$ cat src/sv/sbfp_pkg.sv
// Package for the serial block frame parser: configuration and result types,
// register indexes, reset values and status codes. No dependencies.
`default_nettype none

package sbfp_pkg;

	localparam int unsigned CFG_IDX_W = 2;

	// Configuration register indexes
	localparam logic [CFG_IDX_W-1:0] REG_HEADER  = 2'd0;
	localparam logic [CFG_IDX_W-1:0] REG_SYNC    = 2'd1;
	localparam logic [CFG_IDX_W-1:0] REG_TYPE    = 2'd2;
	localparam logic [CFG_IDX_W-1:0] REG_TRAILER = 2'd3;

	// Register reset values
	localparam logic [7:0] HEADER_RST  = 8'h55;
	localparam logic [7:0] SYNC_RST    = 8'h3C;
	localparam logic [7:0] TYPE_RST    = 8'h01;
	localparam logic [7:0] TRAILER_RST = 8'h55;

	// Result kinds
	localparam logic KIND_DATA = 1'b0;
	localparam logic KIND_END  = 1'b1;

	// Frame end status codes; checksum and trailer bits combine
	localparam logic [2:0] ST_OK       = 3'd0;
	localparam logic [2:0] ST_SUM_BAD  = 3'd1;
	localparam logic [2:0] ST_TRL_BAD  = 3'd2;
	localparam logic [2:0] ST_TYPE_ERR = 3'd4;

	typedef struct packed {
		logic [7:0] header_value;
		logic [7:0] sync_value;
		logic [7:0] accepted_type;
		logic [7:0] trailer_value;
	} cfg_t;

	typedef struct packed {
		logic        kind;
		logic [7:0]  data_byte;
		logic [15:0] byte_index;
		logic [15:0] frame_length;
		logic [2:0]  status;
	} res_t;

endpackage

`default_nettype wire

$ cat src/sv/sbfp_if.sv
// Valid/ready channel interfaces of the frame parser: received bytes in,
// parse results out. Uses no package.
`default_nettype none

interface sbfp_in_if;
	logic       valid;
	logic       ready;
	logic [7:0] rx_byte;

	modport source (output valid, output rx_byte, input ready);
	modport sink (input valid, input rx_byte, output ready);
endinterface

interface sbfp_out_if;
	logic        valid;
	logic        ready;
	logic        kind;
	logic [7:0]  data_byte;
	logic [15:0] byte_index;
	logic [15:0] frame_length;
	logic [2:0]  status;

	modport source (output valid, output kind, output data_byte, output byte_index,
		output frame_length, output status, input ready);
	modport sink (input valid, input kind, input data_byte, input byte_index,
		input frame_length, input status, output ready);
endinterface

`default_nettype wire

$ cat src/sv/sbfp_parse_core.sv
// Frame parsing state machine: takes one byte per step and forms the result.
// Depends on sbfp_pkg.
`default_nettype none

module sbfp_parse_core (
	input  wire logic          clk,
	input  wire logic          arst_n,
	input  wire logic          step,
	input  wire logic [7:0]    rx_byte,
	input  wire sbfp_pkg::cfg_t cfg,
	output logic               has_res,
	output sbfp_pkg::res_t     res
);

	typedef enum logic [2:0] {
		PH_HUNT, PH_SYNC, PH_TYPE, PH_LENLO, PH_LENHI, PH_DATA, PH_CSUM, PH_TRAIL
	} phase_t;

	phase_t      phase_q, phase_d;
	logic [15:0] len_q, len_d;
	logic [15:0] count_q, count_d;
	logic [7:0]  sum_q, sum_d;
	logic        mism_q, mism_d;
	logic [15:0] count_inc;
	logic [15:0] len_full;

	assign count_inc = count_q + 16'd1;
	assign len_full  = {rx_byte, len_q[7:0]};

	always_comb begin
		phase_d = phase_q;
		len_d   = len_q;
		count_d = count_q;
		sum_d   = sum_q;
		mism_d  = mism_q;
		has_res = 1'b0;
		res     = '0;
		case (phase_q)
			PH_HUNT: begin
				if (rx_byte == cfg.header_value) phase_d = PH_SYNC;
			end
			PH_SYNC: begin
				if (rx_byte == cfg.sync_value) phase_d = PH_TYPE;
			end
			PH_TYPE: begin
				if (rx_byte == cfg.accepted_type) begin
					phase_d = PH_LENLO;
				end else begin
					has_res    = 1'b1;
					res.kind   = sbfp_pkg::KIND_END;
					res.status = sbfp_pkg::ST_TYPE_ERR;
					phase_d    = PH_HUNT;
				end
			end
			PH_LENLO: begin
				len_d   = {8'd0, rx_byte};
				phase_d = PH_LENHI;
			end
			PH_LENHI: begin
				len_d   = len_full;
				count_d = '0;
				sum_d   = '0;
				mism_d  = 1'b0;
				phase_d = (len_full == 16'd0) ? PH_CSUM : PH_DATA;
			end
			PH_DATA: begin
				has_res        = 1'b1;
				res.kind       = sbfp_pkg::KIND_DATA;
				res.data_byte  = rx_byte;
				res.byte_index = count_q;
				sum_d          = sum_q + rx_byte;
				count_d        = count_inc;
				if (count_inc == len_q) phase_d = PH_CSUM;
			end
			PH_CSUM: begin
				mism_d  = (rx_byte != sum_q);
				phase_d = PH_TRAIL;
			end
			PH_TRAIL: begin
				has_res          = 1'b1;
				res.kind         = sbfp_pkg::KIND_END;
				res.frame_length = len_q;
				res.status       = (mism_q ? sbfp_pkg::ST_SUM_BAD : sbfp_pkg::ST_OK)
					| ((rx_byte != cfg.trailer_value) ? sbfp_pkg::ST_TRL_BAD : sbfp_pkg::ST_OK);
				phase_d          = PH_HUNT;
			end
			default: begin
				phase_d = PH_HUNT;
			end
		endcase
	end

	always_ff @(posedge clk or negedge arst_n) begin
		if (!arst_n) begin
			phase_q <= PH_HUNT;
			len_q   <= '0;
			count_q <= '0;
			sum_q   <= '0;
			mism_q  <= 1'b0;
		end else if (step) begin
			phase_q <= phase_d;
			len_q   <= len_d;
			count_q <= count_d;
			sum_q   <= sum_d;
			mism_q  <= mism_d;
		end
	end

endmodule

`default_nettype wire

$ cat src/sv/serial_block_frame_parser.sv
// Serial block frame parser top level: input register, parse core, result
// register and configuration registers. Depends on sbfp_pkg, sbfp_if.sv and
// sbfp_parse_core.
//
// Use: received bytes enter on rx (valid/ready), one item per byte. Each
// payload byte of an accepted frame gives a data item on result with its
// index; the trailer gives a frame end item with the declared length and the
// status (ok, checksum bad, trailer bad, or both); a wrong type byte gives a
// type error end item. Header, sync and other bytes give no item.
// A byte accepted into the input register is parsed from there into the result
// register, and its item is then offered on result.
// Throughput: one byte per cycle unless an item waits on a held result, set
// by the single parse step between the input register and the result register.
// Stall: while result is held, bytes that give no item still drain; a byte
// that gives an item waits in the input register, and rx drops ready only
// when that register is also full.
// Reset: the parser returns to header hunt and the registers take their
// default values (header 0x55, sync 0x3C, type 0x01, trailer 0x55).
// Configuration: cfg_we writes cfg_data to register cfg_index at once.
`default_nettype none

module serial_block_frame_parser (
	input  wire logic                                clk,
	input  wire logic                                arst_n,
	input  wire logic                                cfg_we,
	input  wire logic [sbfp_pkg::CFG_IDX_W-1:0]      cfg_index,
	input  wire logic [7:0]                          cfg_data,
	sbfp_in_if.sink                                  rx,
	sbfp_out_if.source                               result
);

	sbfp_pkg::cfg_t cfg_q;
	logic           valid_s1;
	logic [7:0]     byte_s1;
	logic           out_valid_q;
	sbfp_pkg::res_t res_q;
	sbfp_pkg::res_t core_res;
	logic           core_has_res;
	logic           out_free;
	logic           advance;

	// Configuration registers
	always_ff @(posedge clk or negedge arst_n) begin
		if (!arst_n) begin
			cfg_q.header_value  <= sbfp_pkg::HEADER_RST;
			cfg_q.sync_value    <= sbfp_pkg::SYNC_RST;
			cfg_q.accepted_type <= sbfp_pkg::TYPE_RST;
			cfg_q.trailer_value <= sbfp_pkg::TRAILER_RST;
		end else if (cfg_we) begin
			case (cfg_index)
				sbfp_pkg::REG_HEADER:  cfg_q.header_value  <= cfg_data;
				sbfp_pkg::REG_SYNC:    cfg_q.sync_value    <= cfg_data;
				sbfp_pkg::REG_TYPE:    cfg_q.accepted_type <= cfg_data;
				sbfp_pkg::REG_TRAILER: cfg_q.trailer_value <= cfg_data;
				default: ;
			endcase
		end
	end

	// Advance the held byte when its item, if any, has room
	assign out_free = !out_valid_q || result.ready;
	assign advance  = valid_s1 && (out_free || !core_has_res);
	assign rx.ready = !valid_s1 || advance;

	always_ff @(posedge clk or negedge arst_n) begin
		if (!arst_n) begin
			valid_s1 <= 1'b0;
		end else if (rx.ready) begin
			valid_s1 <= rx.valid;
		end
	end

	always_ff @(posedge clk) begin
		if (rx.ready && rx.valid) byte_s1 <= rx.rx_byte;
	end

	sbfp_parse_core u_core (
		.clk     (clk),
		.arst_n  (arst_n),
		.step    (advance),
		.rx_byte (byte_s1),
		.cfg     (cfg_q),
		.has_res (core_has_res),
		.res     (core_res)
	);

	always_ff @(posedge clk or negedge arst_n) begin
		if (!arst_n) begin
			out_valid_q <= 1'b0;
		end else if (advance && core_has_res) begin
			out_valid_q <= 1'b1;
		end else if (result.ready) begin
			out_valid_q <= 1'b0;
		end
	end

	always_ff @(posedge clk) begin
		if (advance && core_has_res) res_q <= core_res;
	end

	assign result.valid        = out_valid_q;
	assign result.kind         = res_q.kind;
	assign result.data_byte    = res_q.data_byte;
	assign result.byte_index   = res_q.byte_index;
	assign result.frame_length = res_q.frame_length;
	assign result.status       = res_q.status;

	a_empty_stage_ready: assert property (@(posedge clk) disable iff (!arst_n)
		!valid_s1 |-> rx.ready)
		else $error("input stage empty but rx not ready");

	a_data_fields_clear: assert property (@(posedge clk) disable iff (!arst_n)
		(out_valid_q && res_q.kind == sbfp_pkg::KIND_DATA)
		|-> (res_q.status == sbfp_pkg::ST_OK && res_q.frame_length == 16'd0))
		else $error("data item carries end fields");

	a_type_err_no_length: assert property (@(posedge clk) disable iff (!arst_n)
		(out_valid_q && res_q.status == sbfp_pkg::ST_TYPE_ERR)
		|-> (res_q.kind == sbfp_pkg::KIND_END && res_q.frame_length == 16'd0
			&& res_q.byte_index == 16'd0))
		else $error("type error item malformed");

	a_no_drop_on_stall: assert property (@(posedge clk) disable iff (!arst_n)
		(out_valid_q && !result.ready) |-> !(advance && core_has_res))
		else $error("result overwritten while stalled");

endmodule

`default_nettype wire
$ cat src/flat_wrapper.sv
// flat-port wrapper written by rule: the top's interface ports become plain ports
module serial_block_frame_parser_flat 
  (clk, arst_n, cfg_we, cfg_index, cfg_data, rx_valid, rx_rx_byte, rx_ready, result_valid, result_kind, result_data_byte, result_byte_index, result_frame_length, result_status, result_ready);
  sbfp_in_if rx_i ();
  sbfp_out_if result_i ();
  input  wire logic clk;
  input  wire logic arst_n;
  input  wire logic cfg_we;
  input  wire logic [sbfp_pkg::CFG_IDX_W-1:0] cfg_index;
  input  wire logic [7:0] cfg_data;
  input wire logic [$bits(rx_i.valid)-1:0] rx_valid;
  input wire logic [$bits(rx_i.rx_byte)-1:0] rx_rx_byte;
  output wire logic [$bits(rx_i.ready)-1:0] rx_ready;
  output wire logic [$bits(result_i.valid)-1:0] result_valid;
  output wire logic [$bits(result_i.kind)-1:0] result_kind;
  output wire logic [$bits(result_i.data_byte)-1:0] result_data_byte;
  output wire logic [$bits(result_i.byte_index)-1:0] result_byte_index;
  output wire logic [$bits(result_i.frame_length)-1:0] result_frame_length;
  output wire logic [$bits(result_i.status)-1:0] result_status;
  input wire logic [$bits(result_i.ready)-1:0] result_ready;
  assign rx_i.valid = rx_valid;
  assign rx_i.rx_byte = rx_rx_byte;
  assign rx_ready = rx_i.ready;
  assign result_valid = result_i.valid;
  assign result_kind = result_i.kind;
  assign result_data_byte = result_i.data_byte;
  assign result_byte_index = result_i.byte_index;
  assign result_frame_length = result_i.frame_length;
  assign result_status = result_i.status;
  assign result_i.ready = result_ready;
  serial_block_frame_parser u_core (.clk(clk), .arst_n(arst_n), .cfg_we(cfg_we), .cfg_index(cfg_index), .cfg_data(cfg_data), .rx(rx_i), .result(result_i));
endmodule
$ cat config.mk
export PLATFORM = sky130hd
export DESIGN_NAME = serial_block_frame_parser_flat
export DESIGN_NICKNAME = d
export VERILOG_FILES = /design/src/sv/sbfp_pkg.sv /design/src/sv/sbfp_if.sv /design/src/sv/sbfp_parse_core.sv /design/src/sv/serial_block_frame_parser.sv /design/src/flat_wrapper.sv
export SDC_FILE = /design/constraint.sdc
export NUM_CORES = 1
export LEC_CHECK = 0
export ABC_AREA = 0
export BUFFER_PORTS_ARGS = -buffer_cell sky130_fd_sc_hd__buf_4
export CAP_MARGIN = 40
export CORE_UTILIZATION = 28
export DETAILED_ROUTE_END_ITERATION = 8
export GPL_TIMING_DRIVEN = 1
export SYNTH_ARGS = -nofsm -noshare
export SYNTH_HDL_FRONTEND = slang
export SYNTH_SLANG_ARGS = --single-unit
$ cat constraint.sdc
create_clock -name clk -period 6.9 [get_ports clk]
set_input_delay 0.345 -clock clk [delete_from_list [all_inputs] [get_ports clk]]
set_output_delay 0.345 -clock clk [all_outputs]
set_load 0.05 [all_outputs]
# After elaboration in Yosys (flattened, before gate mapping)
# Cells that the tools add are included.
dict set report word_totals {
  in_bits 23
  regBits 130
  latch_bits 0
  mem_bits_rw 0
  memories 0
  rom_bits 0
  output_inout_bits 46
}
dict set report op_classes {
  eq_ne 19
  div 0
  add_sub_neg 2
  mux 19
  n_bitwise 2
  n_shift 0
  n_mul 0
  order_cmp 0
  n_reduce_logical 26
}
# op n
set ops {}
lappend ops {{one-hot mux 16 bit (2 select lines)} 2}
lappend ops {{equality test 8 bit} 3}
lappend ops {{one-hot mux 3 bit (8 select lines)} 1}
lappend ops {{adder 16 x 1 -> 16 bit (second input constant)} 1}
lappend ops {{equality test 16 bit} 1}
lappend ops {{logical NOT 16 bit} 1}
lappend ops {{inequality test 8 bit} 2}
lappend ops {{one-hot mux 8 bit (2 select lines)} 1}
lappend ops {{AND reduction 2 bit} 7}
lappend ops {{equality test 3 bit (second input constant)} 4}
lappend ops {{2-to-1 mux 3 bit} 4}
lappend ops {{adder 8 bit} 1}
lappend ops {{nonzero test 2 bit} 4}
lappend ops {{equality test 3 x 2 -> 1 bit (second input constant)} 2}
lappend ops {{2-to-1 mux 2 bit} 3}
lappend ops {{inequality test 2 bit (second input constant)} 3}
lappend ops {{one-hot mux 1 bit (2 select lines)} 3}
lappend ops {{one-hot mux 3 bit (2 select lines)} 1}
lappend ops {{equality test 2 bit (second input constant)} 2}
lappend ops {{2-to-1 mux 1 bit} 4}
lappend ops {{AND reduction 4 bit} 1}
lappend ops {{equality test 3 x 1 -> 1 bit (second input constant)} 1}
lappend ops {{logical AND 1 bit} 3}
lappend ops {{logical NOT 1 bit} 3}
lappend ops {{8 further kinds} 10}

# Depth between registers and ports, before layout
# Gate-level depths: netlist of the first run.
dict set report logic_depth {
  ltp_word 8
  depth_mapped 9
  mapped_depth_nobuf 8
}

# By module
# A second synthesis of the first run with hierarchy kept.
dict set report hier_totals {
  cells_unflattened 543
  hier_area_um2 6366.1
}
# module cells_each area_per_inst_um2 instances seq_area_each_um2
set by_module_without_submodules {}
lappend by_module_without_submodules {sbfp_parse_core 413 3477.1 1 1101.1}
lappend by_module_without_submodules {serial_block_frame_parser 130 2889.0 1 2428.6}

# Worst setup path before layout of the first run
# Ideal clock, no wire load.
dict set report synth_timing {
  path_type {register to register}
  start {register u_core.byte_s1[1]}
  end {register u_core.res_q, in the netlist u_core.result.byte_index[0] (enable)}
  synth_period_minus_slack_ps 3532
  path_buffers 1
  setup_time_ps 446
  required_time_ps 6454
  arrival_time_ps 3086
  setup_slack_ps 3368
  stages_incl_launch_ff 8
  path_cell_list {edfxtp_1 -> clkbuf_1 -> xnor2_1 -> nand4_1 -> o211a_1 -> a21o_1 -> nand2_1 -> nor2_1}
}
dict set report synth_via {
  elab_chain_cells 7
}
# element line_no
set synth_rtl {}
lappend synth_rtl {{start, declared} serial_block_frame_parser.sv:34} ;# logic [7:0] byte_s1;
lappend synth_rtl {{start signal, assigned} serial_block_frame_parser.sv:74} ;# if (rx.ready && rx.valid) byte_s1 <= rx.rx_byte;
lappend synth_rtl {{equality test 8 bit *} sbfp_parse_core.sv:46} ;# if (rx_byte == cfg.accepted_type) begin
lappend synth_rtl {{2-to-1 mux 1 bit *} sbfp_parse_core.sv:46}
lappend synth_rtl {{one-hot mux 1 bit (2 select lines) *} sbfp_parse_core.sv:38} ;# case (phase_q)
lappend synth_rtl {{logical NOT 1 bit} serial_block_frame_parser.sv:62} ;# assign advance = valid_s1 && (out_free || !core_has_res);
lappend synth_rtl {{logical OR 1 bit} serial_block_frame_parser.sv:62}
lappend synth_rtl {{logical AND 1 bit} serial_block_frame_parser.sv:62}
lappend synth_rtl {{logical AND 1 bit *} serial_block_frame_parser.sv:98} ;# if (advance && core_has_res) res_q <= core_res;
lappend synth_rtl {{end signal, assigned} serial_block_frame_parser.sv:98}
lappend synth_rtl {{end, declared} serial_block_frame_parser.sv:36} ;# sbfp_pkg::res_t res_q;
# Mark *: on every way between the ends. The rest lies on a longest branch, timed or not.
# A chain may end at the register's enable or synchronous reset.

# Worst setup path in the final report of the first run
dict set report layout_timing {
  start {register u_core.byte_s1[6]}
  end {output rx_ready}
}
dict set report layout_via {
  elab_chain_cells 7
}
# element line_no
set layout_rtl {}
lappend layout_rtl {{equality test 8 bit} sbfp_parse_core.sv:46}
lappend layout_rtl {{2-to-1 mux 1 bit} sbfp_parse_core.sv:46}
lappend layout_rtl {{one-hot mux 1 bit (2 select lines)} sbfp_parse_core.sv:38}
lappend layout_rtl {{logical NOT 1 bit} serial_block_frame_parser.sv:62}
lappend layout_rtl {{logical OR 1 bit} serial_block_frame_parser.sv:62}
lappend layout_rtl {{logical AND 1 bit} serial_block_frame_parser.sv:62}
lappend layout_rtl {{logical OR 1 bit} serial_block_frame_parser.sv:63} ;# assign rx.ready = !valid_s1 || advance;
lappend layout_rtl {{end, declared} flat_wrapper.sv:13} ;# output wire logic [$bits(rx_i.ready)-1:0] rx_ready;
# Every way passes these cells.

==> metrics.md, run 1 <==
| Metric | Value |
|---|---|
| Crit Path Max Fanout | `9` |
| Number of antenna violations at the first check in global routing | `0` |
| WL per Instance | `16.7 µm` |
| Int Pwr | `1.94 mW` |
| Cts repair resizes | `0` |
| Global-route usage over all layers | `13.7%` |
| RSZ-0062 raised after global routing | `no` |
| Critical path class | `flip-flop to primary output` |
| Min-delay worst type | `input pin to flip-flop` |
| CTS H-tree depth | `4` |
| Skew-Pair Late Insertion Delay | `0.42 ns` |
| Core region area | `22,700 µm²` |
| Switch share | `36.5%` |
| I/O pin count | `69` |
| Combinational Power Share | `30.7%` |
| Die area | `23,900 µm²` |
| GRT overflow | `0` |
| Seq cells post-synth | `130` |
| Yosys cell types | `64` |
| Clock Tree Root | `clkbuf_16` |
| Worst path top cell family by delay | `flip-flops` |
| Die width | `155 µm` |
| Max IR drop VDD | `0.193 mV` |
| Reg power frac | `39.4%` |
| Post-synth top area share | `24.9%` |
| Number of flops mapped to enable cells by yosys | `52` |
| Yosys warning count | `0` |
| Net Sw Power | `1.11 mW` |
| Hold Startpoint | `rx_rx_byte[3]` |
| Sequential element share of the synthesized area | `54.1%` |
| Diodes inserted | `0` |
| Synth Flop Type | `dfrtp_1` |
| CP bufs+invs | `1` |
| Drt first pass iters | `5` |
| CP max stage delay | `0.63 ns` |
| CTS max path bufs | `2` |
| CP cell instances | `xnor2_1 > nand4_1 > o211a_1 > a21o_1 > nand3_1 > buf_4` |
| DR vias/cell | `4.86` |
| Yosys top cell by area | `dfrtp_1` |
| # DRC | `0` |
| Startpoint types | `flip-flop` |
| Layout area overhead | `20.8%` |
| Initial DRC Count | `313` |
| Initial Util | `28.7%` |
| Routability cong. | `0.851` |
| Syn avg cell area | `11.3 µm²` |
| Maximum clock frequency | `0.377 GHz` |
| Placed cells | `899` |
| CTS tree | `done` |
| Die H | `155 µm` |
| Synth Instances | `577` |
| Commonest non-fill, non-tap cell in the layout | `buf_4` |
| Worst Max-Slew Pin Slew | `0.913 ns` |
| Largest net degree at the start of global routing | `64` |
| Hpwl dp | `10.9 mm` |
| Num CTS Buffers | `17` |
| PD cells | `387 nW/µm²` |
| Routed vias | `4,534` |
| Nets@finish | `666` |
| Total clock sinks | `130` |
| Num rows | `55` |
| Required time worst endpoint | `6.55 ns` |
| Max cap viols | `0` |
| Most frequent cells in the layout | `71 x buf_4, 65 x dfrtp_1, 61 x nand2_1` |
| Final Core Density | `34.7%` |
| IO buf count | `68` |
| Tmin final | `2.65 ns` |
| First-pass GRT wire length | `25.0 mm` |
| Final hold viol count | `0` |
| Layout cells sized above 1 | `25.7%` |
| Synth top area cells | `dfrtp_1 25%, edfxtp_1 24%, mux2_2 5.5%` |
| Final worst path period share | `38.5%` |
| Worst Setup End Kind | `primary output` |
| Post-route insts no fill | `932` |
| Async SR Flop Fraction | `60.0%` |
| Sum Neg Setup Slack | `0 ns` |
| Syn_nets | `609` |
| Final setup viols | `0` |
| Fin Clk Skew | `0.00829 ns` |
| Clk slew on worst S/H paths | `0.05 ns` |
| Vias in the first global route | `4,389` |
| Outcome | `completed` |
| Worst EP arrival | `2.31 ns` |
| Total routed wirelength | `15.6 mm` |
| R2r startpoint | `u_core.byte_s1[0]` |
| LEAKAGE | `3.23 nW` |
| Clk pwr share | `29.8%` |
| Slew Limit Fails | `0` |
| Crit path from | `u_core.byte_s1[6]` |
| Critical Path Slowest Stage Cell | `edfxtp_1` |
| Cell Area, Synth | `6520 µm²` |
| Max-slew headroom | `39.1%` |
| Detail Route Antenna Nets | `0` |
==> per-layer routing <==
layer / up-vias / routed length [µm] / part of all wire [%] / global-route usage (%)
met5: - / 0 / 0 / 0
met4: 0 / 225 / 1.4 / 4.71
met3: 16 / 827 / 5.3 / 3.33
met2: 132 / 7170 / 46 / 20.9
met1: 2200 / 7350 / 47 / 19.0
li1: 2186 / - / - / -
==> metrics by stage <==
stage | setup slack, ns | hold slack [ns] | cell area (µm²) | total power [mW]
floorplan | 3.37 | 0.0494 | 6520 | 1.85
global placement | 4.48 | 0.230 | 7250 | 2.13
detailed placement | 4.44 | 0.231 | 7280 | 2.16
CTS | 4.25 | 0.0910 | 7870 | 3.07
global route | 4.14 | 0.0914 | 7870 | 3.22
finish | 4.25 | 0.105 | 7870 | 3.05
==> timing repair <==
item                      4_1_cts  5_1_grt
setup buffers                   0        0
hold endpoints to repair       15        0
hold buffers                    1        0
==> synth_stat cells, types with 8 or more instances <==
cell / number
dfrtp_1: 65
nand2_1: 61
edfxtp_1: 52
and2_1: 40
o21ai_0: 33
xor2_1: 33
mux2_2: 32
clkbuf_1: 25
xnor2_1: 25
nand3_1: 22
nor2_1: 21
a21oi_1: 17
dfstp_2: 13
nor4_1: 11
ha_1: 8
nor3_1: 8
==> registers in the layout (all words and copies together), names as in the netlist <==
name                        cells
u_core.byte_s1                  8
u_core.cfg_q                   32
u_core.result.byte_index       16
u_core.result.data_byte         8
u_core.result.frame_length     16
u_core.result.kind              1
u_core.result.status            3
u_core.result.valid             1
u_core.u_core.count_q          16
u_core.u_core.len_q            16
u_core.u_core.mism_q            1
u_core.u_core.phase_q           3
u_core.u_core.sum_q             8
u_core.valid_s1                 1
==> worst paths after layout <==
path | endpoint | slack [ns] | depth (start not counted)
min in group asynchronous | u_core.u_core.len_q[13] | 0.34 | 2
worst max register to register | u_core.u_core.sum_q[6] | 4.42 | 8
worst max-delay path | rx_ready | 4.25 | 6
max in group asynchronous | u_core.u_core.sum_q[6] | 5.49 | 3
worst min register to register | u_core.u_core.sum_q[3] | 0.50 | 2
worst min-delay path | u_core.byte_s1[3] | 0.10 | 1
==> kinds of logic after synthesis <==
| logic type | count (synthesis) | share of synthesized area [%] |
|---|---|---|
| AO/OA/AOI/OAI | 95 | 9.35 |
| flip-flops | 130 | 54.1 |
| buffers and inverters | 42 | 3.11 |
| AND/OR/NAND/NOR | 211 | 18.2 |
| XOR/XNOR | 58 | 7.79 |
| adder cells (fa/ha/maj) | 9 | 1.84 |
| multiplexers | 32 | 5.53 |
==> cell type report <==
type | instances | area (µm²)
Clock buffer | 22 | 454
Sequential cell | 130 | 3530
Clock inverter | 10 | 134
Inverter | 6 | 22.5
Fill cell | 2258 | 14800
Tap cell | 285 | 357
Timing Repair Buffer | 74 | 569
Multi-Input combinational cell | 405 | 2810
==> power by group through the flow <==
stage	clock, mW	combinational [mW]	sequential, mW
global placement	0	0.921	1.21
global route	0.964	1.03	1.22
floorplan	0	0.525	1.33
CTS	0.926	0.946	1.20
detailed placement	0	0.942	1.22
finish	0.909	0.937	1.20
No activity file was read; power rests on OpenSTA's default activity.
==> inputs of run 2 (changes only) <==
Clock period 6.9 ns to 2.2 ns, I/O delays scaled along.
==> run 2 against run 1 <==
- clock-buffer cell count shrank 3
- cell count is 7.2% higher
- utilization is 2.9 points higher
- first-iteration DRC count shrank 14%
- register-to-register slack got worse by 4.3 ns
- critical path type unchanged
- critical endpoint unchanged
- largest power group unchanged
- highest routed layer unchanged
==> metrics.md, run 2 (synthesized netlist as in run 1, its figures left out) <==
| Metric | Value |
|---|---|
| Final Core Density | `37.6%` |
| GRT overflow | `0` |
| Final setup viols | `0` |
| Core region area | `22,700 µm²` |
| Final worst path period share | `95.1%` |
| Detail Route Antenna Nets | `0` |
| Hpwl dp | `11.3 mm` |
| Total power | `9.93 mW` |
| Total routed wirelength | `15.9 mm` |
| Commonest non-fill, non-tap cell in the layout | `buf_4` |
| Diodes inserted | `0` |
| Skew-Pair Late Insertion Delay | `0.43 ns` |
| Nets@finish | `733` |
| Combinational Power Share | `34.1%` |
| WL per Instance | `15.9 µm` |
| Most frequent cells in the layout | `117 x buf_4, 63 x dfrtp_1, 60 x nand2_1` |
| Min-delay worst type | `input pin to flip-flop` |
| Die H | `155 µm` |
| Max IR drop VDD | `0.711 mV` |
| I/O pin count | `69` |
| Max-slew headroom | `48.1%` |
| Max cap viols | `0` |
| Reg with most FFs | `u_core.cfg_q` |
| Clock Tree Root | `clkbuf_16` |
| Reg power frac | `36.6%` |
| Fin Clk Skew | `0.0102 ns` |
| CTS H-tree depth | `4` |
| PD cells | `1160 nW/µm²` |
| Maximum clock frequency | `0.478 GHz` |
| Hold path depth | `3` |
| Global-route usage over all layers | `13.9%` |
| Routability cong. | `0.837` |
| Net Sw Power | `3.60 mW` |
| LEAKAGE | `3.59 nW` |
| RSZ-0062 raised after global routing | `yes` |
| Num rows | `55` |
| Tmin final | `2.09 ns` |
| DR vias/cell | `4.72` |
| Routed vias | `4,719` |
| Int Pwr | `6.34 mW` |
| Crit Path Max Fanout | `5` |
| Worst EP arrival | `1.98 ns` |
| First-pass GRT wire length | `25.3 mm` |
| Fillers | `2,265` |
| Switch share | `36.2%` |
| Clk slew on worst S/H paths | `0.06 ns` |
| Multi-input gate area | `2850 µm²` |
| Initial Util | `28.7%` |
| Initial DRC Count | `268` |
| Critical path class | `flip-flop to primary output` |
| Slew Limit Fails | `0` |
| CTS tree | `done` |
| # DRC | `0` |
| CTS max path bufs | `2` |
| Post-route insts no fill | `999` |
| Clk pwr share | `29.3%` |
| Startpoint types | `flip-flop` |
| Outcome | `completed` |
| Reg2Reg Depth | `6` |
| Max FFs per register | `32` |
| Required time worst endpoint | `2.09 ns` |
| Layout area overhead | `30.9%` |
| Largest net degree at the start of global routing | `49` |
| Worst Max-Slew Pin Slew | `0.774 ns` |
| Drt first pass iters | `4` |
| CP max stage delay | `0.52 ns` |
| Worst Setup End Kind | `primary output` |
| IO buf count | `68` |
| Register area | `3530 µm²` |
| Number of antenna violations at the first check in global routing | `0` |
| Placed cells | `947` |
| Total clock sinks | `130` |
| Num CTS Buffers | `17` |
| Die area | `23,900 µm²` |
| CP cell instances | `xnor2_1 > nand4_1 > o211a_1 > a21o_1 > nand3_2 > buf_8` |
| Vias in the first global route | `4,542` |
| Die width | `155 µm` |
| Final hold viol count | `0` |
| Critical Path Slowest Stage Cell | `edfxtp_1` |
| Layout cells sized above 1 | `32.2%` |
==> run 2: cell count changes in the layout (fill, tap and decap cells not counted), moves of 3 or more <==
cell / delta
dlygate4sd3_1: +17
clkbuf_1: -3
buf_12: +5
buf_4: +46
==> run 2: through the flow <==
| stage | hold slack, ns | setup TNS (ns) | setup slack (ns) | instance area [µm²] |
|---|---|---|---|---|
| 6_report | 0.0523 | 0 | 0.108 | 8530 |
| 5_1_grt | 0.0758 | -0.0370 | -0.0196 | 8530 |
| 4_1_cts | 0.0414 | 0 | 0.00314 | 8460 |
| 3_5_place_dp | 0.101 | 0 | 0.00268 | 7680 |
| 3_3_place_gp | 0.0999 | 0 | 0.0127 | 7680 |
| 2_1_floorplan | -0.186 | -3.79 | -0.0862 | 6550 |
==> run 2: area by class of cell <==
type                       instances  share of cell area, %
sequential                       130                   41.4
multi-input combinational        405                   33.4
timing repair buffer             141                   13.8
clock buffer                      19                   5.19
tap                              285                   4.18
clock inverter                    13                   1.85
inverter                           6                  0.264
==> run 2: final timing paths <==
path	startpoint	to	slack, ns
max	u_core.byte_s1[1]	rx_ready	0.11
min	result_ready	u_core.result.valid	0.05
max reg2reg	u_core.u_core.count_q[0]	u_core.u_core.phase_q[0]	0.14
min reg2reg	u_core.u_core.sum_q[6]	u_core.u_core.sum_q[6]	0.49
max in group asynchronous	arst_n	u_core.cfg_q[28]	1.36
min in group asynchronous	arst_n	u_core.u_core.len_q[7]	0.18
==> run 2: power groups by stage <==
stage	clock, mW	sequential [mW]	combinational, mW
after floorplan	0	4.16	1.67
after global placement	0	3.68	3.29
after detailed placement	0	3.69	3.32
after CTS	2.95	3.65	3.36
after global routing	3.05	3.70	3.68
final	2.91	3.63	3.39
==> run 2: what timing repair did <==
action	in CTS	in global routing
endpoints found under the hold margin	71	0
hold buffers	18	0
buffers inserted	0	2
endpoints found under the setup margin	1	13
resized for setup	1	14
pin swaps	0	3
==> run 2: layer usage <==
| layer | vias to the layer above | wire length, µm | GRT usage (%) |
|---|---|---|---|
| met5 | - | 0 | 0 |
| met4 | 0 | 240 | 4.95 |
| met3 | 21 | 677 | 3.19 |
| met2 | 102 | 7440 | 22.0 |
| met1 | 2284 | 7520 | 18.6 |
| li1 | 2312 | - | - |
==> run 2: worst max-delay path, delay by kind of cell, from the launching register on <==
| kind | cells | cell delay [ns] |
|---|---|---|
| buf+inv | 1 | 0.16 |
| flops | 1 | 0.52 |
| compound gates | 2 | 0.42 |
| xor+xnor | 1 | 0.19 |
| simple gates | 2 | 0.26 |
==> inputs of run 3 (changes only) <==
Settings changed: CORE_MARGIN set to 2.
==> run 3 against run 2 <==
- non-clock buffer count rose by 8
- routed wire length is 3.7% higher
- combinational power is essentially flat
- clock power is 15% lower
- cell count is 3.6% higher
- utilization hardly changed
- hold slack better by 0.11 ns
- sequential cell count unchanged
- sequential share of layout area is 0.092 points lower
- clock-buffer cell count up 6
==> metrics.md, run 3 (synthesized netlist as in run 1, its figures left out) <==
| Metric | Value |
|---|---|
| Outcome | `completed` |
| Diodes inserted | `0` |
| Largest net degree at the start of global routing | `79` |
| Die width | `157 µm` |
| Placed cells | `971` |
| Fin Clk Skew | `0.00585 ns` |
| Net Sw Power | `3.52 mW` |
| Layout cells sized above 1 | `32.5%` |
| Most frequent cells in the layout | `124 x buf_4, 61 x dfrtp_1, 60 x nand2_1` |
| Clock Tree Root | `clkbuf_16` |
| Multi-input gate area | `2870 µm²` |
| Worst Max-Slew Pin Slew | `0.887 ns` |
| Post-route setup slack | `0.0809 ns` |
| Int Pwr | `6.03 mW` |
| Max FFs per register | `32` |
| Register area | `3530 µm²` |
| Slew Limit Fails | `0` |
| Initial DRC Count | `268` |
| Global-route usage over all layers | `14.0%` |
| Worst path top cell family by delay | `compound AO/OA/AOI/OAI gates` |
| Num rows | `55` |
| Die H | `157 µm` |
| Critical path class | `flip-flop to flip-flop` |
| Final hold viol count | `0` |
| LEAKAGE | `3.60 nW` |
| Worst Setup End Kind | `flip-flop` |
| Hpwl dp | `11.4 mm` |
| Maximum clock frequency | `0.472 GHz` |
| Tmin final | `2.12 ns` |
| DR vias/cell | `4.72` |
| Final worst path period share | `96.3%` |
| Die area | `24,500 µm²` |
| Startpoint types | `flip-flop` |
| Final setup viols | `0` |
| First-pass GRT wire length | `26.1 mm` |
| CTS tree | `done` |
| Number of antenna violations at the first check in global routing | `0` |
| GRT overflow | `0` |
| Max-slew headroom | `40.5%` |
| Nets@finish | `741` |
| WL per Instance | `15.9 µm` |
| Max cap viols | `0` |
| Skew-Pair Late Insertion Delay | `0.41 ns` |
| Min-delay worst type | `input pin to flip-flop` |
| Initial Util | `28.6%` |
| Critical Path Slowest Stage Cell | `or4_1` |
| Detail Route Antenna Nets | `0` |
| Reg-to-reg setup timing slack | `0.08 ns` |
| Routed vias | `4,883` |
| I/O pin count | `69` |
| Combinational Power Share | `35.7%` |
| Pre-CTS setup slack | `-0.0119 ns` |
| Placed instance area | `7670 µm²` |
| Crit Path Max Fanout | `6` |
| Required time worst endpoint | `2.50 ns` |
| Finished Cell Area | `8560 µm²` |
| Reg power frac | `38.3%` |
| Core region area | `22,800 µm²` |
| IO buf count | `68` |
| Reg with most FFs | `u_core.cfg_q` |
| Switch share | `36.9%` |
| Fillers | `2,230` |
| Vias in the first global route | `4,695` |
| Max IR drop VDD | `0.509 mV` |
| CP cell instances | `nand4_2 > or4_1 > o211ai_1 > o211a_1 > o2111ai_2 > a211o_1` |
| CP bufs+invs | `0` |
| PD cells | `1120 nW/µm²` |
| Worst EP arrival | `2.42 ns` |
| # DRC | `0` |
| Clk slew on worst S/H paths | `0.05 ns` |
| Clk pwr share | `25.9%` |
| Total clock sinks | `130` |
| Commonest non-fill, non-tap cell in the layout | `buf_4` |
| Total routed wirelength | `16.5 mm` |
| Hold_ws | `0.159 ns` |
| Total power | `9.55 mW` |
| Drt first pass iters | `5` |
| Post-route insts no fill | `1,035` |
| Routability cong. | `0.872` |
| CTS max path bufs | `2` |
| Final Core Density | `37.6%` |
| CP max stage delay | `0.49 ns` |
| Num CTS Buffers | `17` |
| CTS H-tree depth | `4` |
| Sum Neg Setup Slack | `0 ns` |
| Layout area overhead | `31.3%` |
[run 3: cell types whose count changed in the layout (fill, tap and decap cells not counted), moves of 2 or more]
cell	change
buf_4	+7
clkbuf_1	+5
bufinv_16	-3
clkinv_1	+3
clkinv_2	-3
buf_6	+2
clkinv_4	-2
dfrtp_1	-2
dfrtp_2	+2
inv_6	-2
[run 3: cell type report]
| cell class | count | share of cell area [%] |
|---|---|---|
| sequential | 130 | 41.3 |
| multi-input combinational | 405 | 33.5 |
| timing repair buffer | 149 | 14.4 |
| clock buffer | 25 | 5.56 |
| tap | 313 | 4.58 |
| clock inverter | 7 | 0.424 |
| inverter | 6 | 0.263 |
[run 3: metal layers]
| layer | track usage (%) | part of all wire (%) | up-vias |
|---|---|---|---|
| li1 | - | - | 2326 |
| met1 | 18.4 | 44 | 2404 |
| met2 | 22.9 | 49 | 136 |
| met3 | 3.18 | 5.2 | 17 |
| met4 | 4.28 | 1.1 | 0 |
| met5 | 0 | 0 | - |
[run 3: power by group through the flow]
| stage | sequential (mW) | clock, mW | combinational (mW) |
|---|---|---|---|
| after global placement | 3.70 | 0 | 3.25 |
| after detailed placement | 3.71 | 0 | 3.29 |
| final | 3.66 | 2.47 | 3.41 |
| after CTS | 3.66 | 2.54 | 3.35 |
| after floorplan | 4.16 | 0 | 1.67 |
| after global routing | 3.73 | 2.65 | 3.71 |
[run 3: repair_timing]
| item | CTS | global route |
|---|---|---|
| hold endpoints to repair | 106 | 0 |
| setup buffers | 10 | 4 |
| hold buffers | 18 | 0 |
| resized for setup | 4 | 17 |
| gates cloned | 0 | 0 |
| setup endpoints to repair | 2 | 5 |
| pin swaps | 0 | 6 |
[run 3: path summary, 6_finish.rpt]
check / end / from / depth (start not counted)
min in group asynchronous: u_core.u_core.len_q[6] / arst_n / 3
worst max-delay path: u_core.u_core.phase_q[0] / u_core.u_core.count_q[10] / 6
worst min-delay path: u_core.result.valid / result_ready / 3
worst max register to register: u_core.u_core.phase_q[0] / u_core.u_core.count_q[10] / 6
max in group asynchronous: u_core.cfg_q[21] / arst_n / 3
worst min register to register: u_core.u_core.sum_q[4] / u_core.u_core.sum_q[4] / 2
[run 3: tightest hold or removal path: cells and delay by family]
family	cells	cell delay, ns
buffers and inverters	1	0.08
and+or+nand+nor	2	0.31
